--- src/mva_pkg.sv ---
`timescale 1ns / 1ps
`default_nettype none
package mva_pkg;
  localparam int COORD_BITS = 16;
  localparam int MAX_TRIANGLES_LOG2 = 12;
  localparam int CNT_W = MAX_TRIANGLES_LOG2 + 1;
  localparam int VOL_W = 61;
  localparam int AREA_W = 47;
  localparam int OUT_VOL_W = 59;
  localparam int OUT_AREA_W = 46;
  localparam int SQ_W = 72;
  localparam int ROOT_W = 36;
  localparam int PROD_W = 66;

  typedef struct packed {
    logic signed [15:0] vertex_a_x;
    logic signed [15:0] vertex_a_y;
    logic signed [15:0] vertex_a_z;
    logic signed [15:0] vertex_b_x;
    logic signed [15:0] vertex_b_y;
    logic signed [15:0] vertex_b_z;
    logic signed [15:0] vertex_c_x;
    logic signed [15:0] vertex_c_y;
    logic signed [15:0] vertex_c_z;
    logic last_triangle;
  } tri_t;

  typedef struct packed {
    logic signed [58:0] mesh_volume;
    logic [45:0] twice_area;
    logic overflow;
  } res_t;

  // multiplier operand selects
  typedef enum logic [3:0] {
    OP_BZCY, OP_BYCZ, OP_BXCZ, OP_BZCX, OP_BYCX, OP_BXCY,
    OP_UYVZ, OP_UZVY, OP_UZVX, OP_UXVZ, OP_UXVY, OP_UYVX,
    OP_NXNX, OP_NYNY, OP_NZNZ, OP_TRIPLE
  } mop_t;

  typedef struct packed {
    logic load;
    logic mul_go;
    mop_t mop;
    logic sqrt_start;
    logic sqrt_step;
    logic accumulate;
    logic div_load;
    logic div_step;
    logic clear;
  } cmd_t;

  typedef struct packed {
    logic sqrt_done;
    logic div_done;
    logic last;
  } sts_t;
endpackage
`default_nettype wire

--- src/mva_ctrl.sv ---
`timescale 1ns / 1ps
`default_nettype none
module mva_ctrl (
  input  wire logic clk,
  input  wire logic rst_n,
  input  wire logic in_valid,
  output logic in_ready,
  output logic out_valid,
  input  wire logic out_ready,
  input  wire mva_pkg::sts_t sts,
  output mva_pkg::cmd_t cmd
);
  typedef enum logic [6:0] {
    S_IDLE = 7'b0000001, S_MUL = 7'b0000010, S_SQRT = 7'b0000100,
    S_ACC = 7'b0001000, S_DIV = 7'b0010000, S_OUT = 7'b0100000,
    S_SQI = 7'b1000000
  } state_t;
  state_t state_r, state_nxt;
  logic [3:0] op_r, op_nxt;

  assign in_ready = (state_r == S_IDLE);
  assign out_valid = (state_r == S_OUT);

  always_comb begin
    state_nxt = state_r;
    op_nxt = op_r;
    cmd = '0;
    cmd.mop = mva_pkg::mop_t'(op_r);
    case (state_r)
      S_IDLE: begin
        if (in_valid) begin
          cmd.load = 1'b1;
          state_nxt = S_MUL;
          op_nxt = '0;
        end
      end
      S_MUL: begin
        cmd.mul_go = 1'b1;
        op_nxt = op_r + 4'd1;
        if (op_r == 4'(mva_pkg::OP_TRIPLE)) state_nxt = S_SQI;
      end
      S_SQI: begin
        cmd.sqrt_start = 1'b1;
        state_nxt = S_SQRT;
      end
      S_SQRT: begin
        cmd.sqrt_step = 1'b1;
        if (sts.sqrt_done) state_nxt = S_ACC;
      end
      S_ACC: begin
        cmd.accumulate = 1'b1;
        if (sts.last) begin
          state_nxt = S_DIV;
        end else begin
          state_nxt = S_IDLE;
        end
      end
      S_DIV: begin
        if (!sts.div_done) cmd.div_step = 1'b1;
        else state_nxt = S_OUT;
      end
      S_OUT: begin
        if (out_ready) begin
          cmd.clear = 1'b1;
          state_nxt = S_IDLE;
        end
      end
      default: state_nxt = S_IDLE;
    endcase
    cmd.div_load = (state_r == S_ACC) && sts.last;
  end

  always_ff @(posedge clk) begin
    if (!rst_n) begin
      state_r <= S_IDLE;
      op_r <= '0;
    end else begin
      state_r <= state_nxt;
      op_r <= op_nxt;
    end
  end
endmodule
`default_nettype wire

--- config.mk ---
export PLATFORM = sky130hd
export DESIGN_NAME = mva_ctrl
export DESIGN_NICKNAME = d
export VERILOG_FILES = /design/src/mva_pkg.sv /design/src/mva_ctrl.sv
export SDC_FILE = /design/constraint.sdc
export NUM_CORES = 1
export LEC_CHECK = 0
export BUFFER_PORTS_ARGS = -buffer_cell sky130_fd_sc_hd__buf_4
export CAP_MARGIN = 40
export CELL_PAD_IN_SITES_DETAIL_PLACEMENT = 2
export CELL_PAD_IN_SITES_GLOBAL_PLACEMENT = 2
export CORE_ASPECT_RATIO = 1.25
export CORE_MARGIN = 5
export CORE_UTILIZATION = 28
export CTS_CLUSTER_SIZE = 20
export DETAILED_ROUTE_END_ITERATION = 10
export HOLD_SLACK_MARGIN = 0.05
export PLACE_DENSITY_LB_ADDON = 0.1
export SLEW_MARGIN = 10
export SYNTH_ARGS = -nofsm -noshare
export SYNTH_HDL_FRONTEND = slang
export SYNTH_SLANG_ARGS = --single-unit
--- constraint.sdc ---
create_clock -name clk -period 2.31 [get_ports clk]
set_input_delay 0.231 -clock clk [delete_from_list [all_inputs] [get_ports clk]]
set_output_delay 0.231 -clock clk [all_outputs]
set_load 0.005 [all_outputs]
# --- Word level (Yosys, flattened, before mapping) ---
# Index checks and enable logic that the tools add are counted.
word_totals:
  register_bits: 11
  inputBits: 7
  elab_cells: 39
op_classes:
  n_addsub: 1
  n_eq_ne: 13
  mux: 19
  reduce_logical: 4
op_table:
  columns: ["operator", "n"]
  rows:
  - ["7-bit one-hot mux with 7 select lines", 1]
  - ["7-bit 2-to-1 mux", 5]
  - ["1-bit 2-to-1 mux", 10]
  - ["2-bit != test, second input constant", 4]
  - ["4-bit one-hot mux with 2 select lines", 1]
  - ["7-bit by 1-bit == test with 1-bit output, second input constant", 1]
  - ["7-bit by 2-bit == test with 1-bit output, second input constant", 1]
  - ["7-bit by 3-bit == test with 1-bit output, second input constant", 1]
  - ["7-bit by 4-bit == test with 1-bit output, second input constant", 1]
  - ["7-bit by 5-bit == test with 1-bit output, second input constant", 1]
  - ["7-bit by 6-bit == test with 1-bit output, second input constant", 1]
  - ["7-bit == test, second input constant", 1]
  - ["5-bit 2-to-1 mux", 1]
  - ["5-bit AND reduction", 1]
  - ["4-bit by 1-bit adder with 4-bit output, second input constant", 1]
  - ["4-bit == test, second input constant", 1]
  - ["4-bit 2-to-1 mux", 1]
  - ["2-bit by 1-bit != test with 1-bit output, second input constant", 1]
  - ["2-bit AND reduction", 1]
  - ["2-bit nonzero test", 1]
  - ["1-bit logical AND", 1]

# --- Logic depth before layout (Yosys ltp) ---
# Gate-level depths: netlist of run 1.
depth:
  depth_word: 3
  mapped_depth: 7
  ltp_nobuf: 5

# --- Worst setup path before layout of run 1 ---
# OpenSTA, ideal clock, no wires.
synth_path:
  path_kind: "register to register"
  startpoint: "reg state_r[5]"
  endpoint: "reg op_r[0]"
  setup_time_ns: 0.115
  t_arrival_ns: 1.603
  setup_slack_ns: 0.592
  stages_incl_launch_ff: 7
  path_buffers: 2
  period_less_slack_ns: 1.718
  cell_sequence: "dfxtp_1 -> buf_6 -> or3_1 -> buf_6 -> or3_4 -> and3_1 -> o21a_1"
synth_via:
  elab_chain_cells: 3
  word_cells_on_any_way: 6
  classes_between: "eq/ne (3); mux (1); reduce/logical (2)"
synth_rtl:
  columns: ["element", "line", "rtl"]
  rows:
  - ["start, declared", "mva_ctrl.sv:18", "state_t state_r, state_nxt;"]
  - ["start signal, assigned", "mva_ctrl.sv:78", "state_r <= state_nxt;"]
  - ["7-bit by 1-bit == test with 1-bit output / 7-bit by 2-bit == test with 1-bit output (equally long branches)", "mva_ctrl.sv:29", "case (state_r)"]
  - ["2-bit != test (no line) / 2-bit nonzero test (equally long branches)", null, null]
  - ["2-bit AND reduction (no line)", null, null]
  - ["end signal, assigned", "mva_ctrl.sv:79", "op_r <= op_nxt;"]
  - ["end, declared", "mva_ctrl.sv:19", "logic [3:0] op_r, op_nxt;"]
# Several ways; a longest one is shown, not always the timed one.
# A chain may end at the register's enable or synchronous reset.

==> summary.txt, run 1 <==
Placed design
  – Dpl cell area: roughly 860 sq um
  – Post-Place Worst Slack: around 0.46 ns
  – HPWL after detailed placement: between 1500 and 2000 um
  – Cells after DPL: approximately 130
  – Number of buffers added on ports: 20
  – Gpl congestion: between 0.6 and 0.7

Critical path
  – RR Endpoint: state_r[0]
  – CP Data Arrival Time: between 1.5 and 2 ns
  – R2r setup slk: roughly 0.46 ns
  – R2r worst-path depth: 4
  – R2r startpoint: state_r[0]
  – Crit Path Max Fanout: 8
  – Worst setup EP type: output pin
  – Type of the worst setup path: flip-flop to output pin
  – CP Launch Type: flip-flop
  – CP Data Required Time: about 2.1 ns

Synthesis
  – XOR/XNOR Fraction of Synth Area: 0.0247
  – Mapped Area: between 700 and 800 sq um
  – Post-synth cell types: 38
  – Sequential element share of the synthesized area: 0.311
  – Post-synthesis compound-gate area fraction: 0.141
  – Simple-gate share of the synthesized area: 0.431
  – Syn Nets: 90
  – Largest family of logic cells by synthesized area: simple AND/OR/NAND/NOR gates
  – Most instantiated cells after synthesis: dfxtp_1 (11), nand2_1 (8), and3_1 (6)
  – Syn Inst Count: 82
  – Post-synthesis async set-or-reset flop share: 0
  – Yosys Warn Count: 0
  – Syn Area/Cell: ~8.6 sq um
  – Top-count cell post-synth: dfxtp_1
  – EDFF count, synth: 0
  – Post-synth top area share: 0.311
  – Mux contribution to synthesized area: 0.0141
  – Dominant synthesized flop cell: dfxtp_1
  – Post-Synth Adder-Cell Area: 0.0177
  – Top post-synthesis cells by area: dfxtp_1 (31%), and3_1 (5.3%), nand2_1 (4.2%), nor4b_1 (3.7%), buf_6 (3.2%)
  – Leading area contributor after synthesis: dfxtp_1
  – Synthesized flop and latch total: 11

Final layout
  – # diodes: 0
  – Nets@finish: ~110
  – Area delta synth->final: 25.8%
  – Layout cells sized above 1: 0.333
  – Final instance area: between 800 and 900 sq um
  – Cell Count, Final, Fillers Out: 135

Drt
  – Antenna viol nets, final: 0
  – Pre-Repair DR Iteration Count: 3
  – # DRC: 0
  – Vias: between 600 and 700
  – Via density: 5.17
  – 1st-iter DRT viols: 10
  – Per-cell routed wire length: 17.0 um
  – Final WL: roughly 2300 um

Pwr
  – Power Density: around 500 nW/um^2
  – Max IR drop VDD: between 0.0003 and 0.0004 V
  – Leak: ~0.4 nW

Timing
  – Final Hold Fails: 0
  – Fmax: ~0.47 GHz
  – Period utilisation layout: 0.924
  – Fin Hold WS: about 0.26 ns
  – Setup violators final: 0
  – Clk_skew: between 0.004 and 0.005 ns
  – RSZ-0062 raised after global routing: no
  – Fin worst setup slack: between 0.15 and 0.2 ns
  – Max-slew headroom: 0.615
  – Final max-slew violation count: 0
  – Fin Setup TNS: 0 ns
  – Least-Margin Pin Slew: approximately 0.58 ns
  – Period minus WS final: 2.14 ns

CTS
  – TritonCTS clock tree: done
  – H-Tree Depth: 1
  – Cts bufs inserted: 3
  – Hold-fix buffers, CTS: 0
  – Clk Latency, worst-skew pair: 0.29 ns
  – Clk buf depth: 2
  – Clock root cell: clkbuf_4
  – Postcts setup bufs: 0
  – Clock sink count: 11
  – Post-CTS Resized: 0
  – Clock slew at reported path FFs: about 0.070 ns

GRT
  – Pin count of the biggest net entering global routing: 15
  – First-pass GRT wire length: approximately 3900 um
  – Number of global-route vias before repair: between 800 and 900
  – Antenna violations before repair: 0
  – GRT overflow: 0
  – GR Util All Layers: 0.153

Floorplan
  – I/O Pins: 21
  – Die width: between 50 and 60 um
  – Core Area: roughly 2400 sq um
  – Initial Utilization: 0.292
  – Die ar.: roughly 3600 sq um
  – FP Rows: 20
  – Chip Height: between 60 and 70 um

Hold path
  – Tightest Hold Check Type: input port to flip-flop
  – Hold path depth: 2
  – Worst Hold End: state_r[4]
  – Min-delay src: rst_n

Run status
  – Outcome: complete, no violations

Flow run
  – Max Cap Viol: 0
## cells in the final DEF, fill, tap and decap left out, types with 2 or more instances in the layout
cell type,instances
buf_4,20
dfxtp_1,11
nand2_1,8
and3_1,6
nor3_1,4
nor2_1,4
nand3_1,4
nor4b_1,3
o21ai_0,3
clkbuf_4,3
nand2b_1,2
inv_1,2
and2_1,2
or4b_2,2
or3b_2,2
nor2b_1,2
a21boi_1,2
o21a_1,2
## kinds of logic (layout without fill, tap and decap cells)
family / after synthesis / in the layout
AND/OR/NAND/NOR: 47 / 47
AO/OA/AOI/OAI: 14 / 14
flip-flops: 11 / 11
buffers and inverters: 6 / 26
XOR/XNOR: 2 / 2
adder cells (fa/ha/maj): 1 / 1
multiplexers: 1 / 1
## final cells by class
cell class | count | area (sq um)
Clock buffer | 4 | 26.3
Fill cell | 304 | 1540
Inverter | 2 | 7.51
Multi-Input combinational cell | 65 | 445
Sequential cell | 11 | 220
Tap cell | 33 | 41.3
Timing Repair Buffer | 20 | 150
## critical path, cell delays in order (launching register included)
cell and delay (ns):
dfxtp_1 0.39, or4_4 0.58, nor4b_1 0.34, and2_1 0.21, buf_4 0.11
## layer usage
metal / track usage / wire, um
met2: 0.251 / 1170
met3: 0.0316 / 83
met4: 0.0821 / 57
met1: 0.179 / 987
met5: 0 / 0
## registers in the layout, summed over array words and instances, names as in the netlist
name	flops
op_r	4
state_r	7
## power by group
group          total (mW)  internal (mW)  switching (mW)
sequential          0.211          0.196          0.0145
clock               0.145         0.0672          0.0781
combinational       0.102         0.0507          0.0509
total               0.458          0.314           0.144
## worst max path at each step
stage / cells past startpoint / start / slack [ns] / endpoint
2_1_floorplan: 6 / state_r[5] / 0.59 / op_r[0]
3_3_place_gp: 4 / state_r[4] / 0.43 / cmd[2]
3_5_place_dp: 4 / state_r[0] / 0.46 / cmd[2]
4_1_cts: 4 / state_r[0] / 0.14 / cmd[2]
5_1_grt: 4 / state_r[4] / 0.04 / cmd[2]
6_report: 4 / state_r[0] / 0.17 / cmd[2]
## through the flow
stage,utilization,power (mW)
final,0.367,0.458
after global routing,0.367,0.486
after CTS,0.367,0.464
after detailed placement,0.356,0.316
after global placement,0.356,0.313
after floorplan,-,0.274
Note: power is estimated with default switching activity, not from simulation.
==> inputs of run 2 (changes only) <==
RECOVER_POWER = 50   (was default)
==> run 2 against run 1 <==
  * Die area unchanged
  * Cell count unchanged
  * Power about the same
  * Routed wire length down 0.13%
  * Critical path depth unchanged
  * Sequential share of layout area unchanged
  * Critical path type unchanged
==> summary.txt, run 2 (same netlist as run 1, synthesis figures left out) <==
CTS
  – Clock slew at reported path FFs: approximately 0.07 ns
  – TritonCTS clock tree: done
  – Clock sink count: 11
  – H-Tree Depth: 1
  – Clock root cell: clkbuf_4
  – Clk Latency, worst-skew pair: about 0.29 ns
  – Postcts setup bufs: 0
  – Cts bufs inserted: 3
  – Hold-fix buffers, CTS: 0
  – Clk buf depth: 2
  – Post-CTS Resized: 0

GRT
  – First-pass GRT wire length: 3950 um
  – Pin count of the biggest net entering global routing: 15
  – Number of global-route vias before repair: a little over 800
  – GRT overflow: 0
  – GR Util All Layers: 0.153
  – Antenna violations before repair: 0

Final layout
  – Nets@finish: 111
  – Largest regs: state_r x7, op_r x4
  – Area of the multi-input gates: between 400 and 500 sq um
  – Layout cells sized above 1: 0.333
  – Area delta synth->final: 25.8%
  – Most common cell after layout, fill and taps aside: buf_4
  – Final core occ: 0.367
  – # fillers: 304
  – Largest Register: state_r
  – Cell Count, Final, Fillers Out: 135
  – # diodes: 0
  – Max FFs per register: 7
  – Most frequent cells in the layout: buf_4 (15), dfxtp_1 (11), nand2_1 (8), clkbuf_4 (8), and3_1 (6)
  – Register Area: approximately 220 sq um

Flow run
  – Max Cap Viol: 0

Placed design
  – Gpl congestion: 0.685
  – Cells after DPL: between 100 and 150
  – Number of buffers added on ports: 20
  – HPWL after detailed placement: roughly 1700 um

Drt
  – Antenna viol nets, final: 0
  – Pre-Repair DR Iteration Count: 3
  – # DRC: 0
  – Final WL: ~2300 um
  – Via density: 5.16
  – Vias: between 600 and 700
  – 1st-iter DRT viols: 10
  – Per-cell routed wire length: 17.0 um

Floorplan
  – FP Rows: 20
  – Die ar.: around 3600 sq um
  – Chip Height: 66.2 um
  – Core Area: between 2000 and 2500 sq um
  – I/O Pins: 21
  – Initial Utilization: 0.292
  – Die width: around 55 um

Critical path
  – CP Launch Type: flip-flop
  – Critical Path, Cell by Cell: or4_4, nor4b_1, and2_1, buf_4
  – Slowest cell delay on critical path: roughly 0.58 ns
  – Crit Path Max Fanout: 8
  – Type of the worst setup path: flip-flop to output pin
  – CP max stage cell: or4_4
  – CP Data Arrival Time: 1.90 ns
  – CP Data Required Time: around 2.1 ns
  – Worst setup EP type: output pin

Timing
  – Final Hold Fails: 0
  – Period utilisation layout: 0.924
  – Clk_skew: 0.00486 ns
  – Fin Setup TNS: 0 ns
  – Fin Hold WS: 0.260 ns
  – Period minus WS final: 2.14 ns
  – Setup violators final: 0
  – Max-slew headroom: 0.615
  – Final max-slew violation count: 0
  – Fmax: ~0.47 GHz
  – RSZ-0062 raised after global routing: no
  – Least-Margin Pin Slew: approximately 0.58 ns

Pwr
  – Gate power share: 0.222
  – Sw frac: 0.314
  – Clock power frac: 0.318
  – Max IR drop VDD: approximately 0.00031 V
  – Seq pwr share: 0.461
  – Power Density: ~510 nW/um^2
  – Power Total: ~0.46 mW
  – Leak: approximately 0.40 nW
  – Sw Pwr: ~0.14 mW
  – Int Pwr: 0.314 mW

Hold path
  – Tightest Hold Check Type: input port to flip-flop

Run status
  – Outcome: complete, no violations
-- run 2: worst paths after layout --
path	from	end	slack, ns	cells after the start
max	state_r[0]	cmd[2]	0.17	4
min	rst_n	state_r[4]	0.26	2
max reg2reg	state_r[0]	state_r[0]	0.46	4
min reg2reg	op_r[1]	op_r[1]	0.51	2
-- run 2: layer usage --
metal,track usage,wire length (um)
met5,0,0
met4,0.0821,57
met3,0.0316,81
met2,0.251,1170
met1,0.179,989
-- run 2: worst max-delay path, delay by kind of cell, from the launching register on --
family	cells	cell delay, ns
AND/OR/NAND/NOR	3	1.13
buffers and inverters	1	0.11
flip-flops	1	0.39
-- run 2: power groups by stage --
stage | clock, mW | sequential (mW) | combinational [mW]
2_1_floorplan | 0 | 0.207 | 0.0669
5_1_grt | 0.161 | 0.213 | 0.113
3_3_place_gp | 0 | 0.214 | 0.0993
3_5_place_dp | 0 | 0.215 | 0.101
4_1_cts | 0.151 | 0.210 | 0.103
6_report | 0.145 | 0.211 | 0.101
-- run 2: through the flow --
step	instance area, sq um	setup slack [ns]
2_1_floorplan	708	0.592
3_3_place_gp	865	0.434
3_5_place_dp	865	0.464
4_1_cts	891	0.136
5_1_grt	891	0.0397
6_report	891	0.175
-- run 2: layout make-up --
| cell class | count | area share |
|---|---|---|
| Sequential cell | 11 | 0.247 |
| Inverter | 2 | 0.00843 |
| Multi-Input combinational cell | 65 | 0.500 |
| Clock buffer | 4 | 0.0295 |
| Tap cell | 33 | 0.0463 |
| Timing Repair Buffer | 20 | 0.169 |
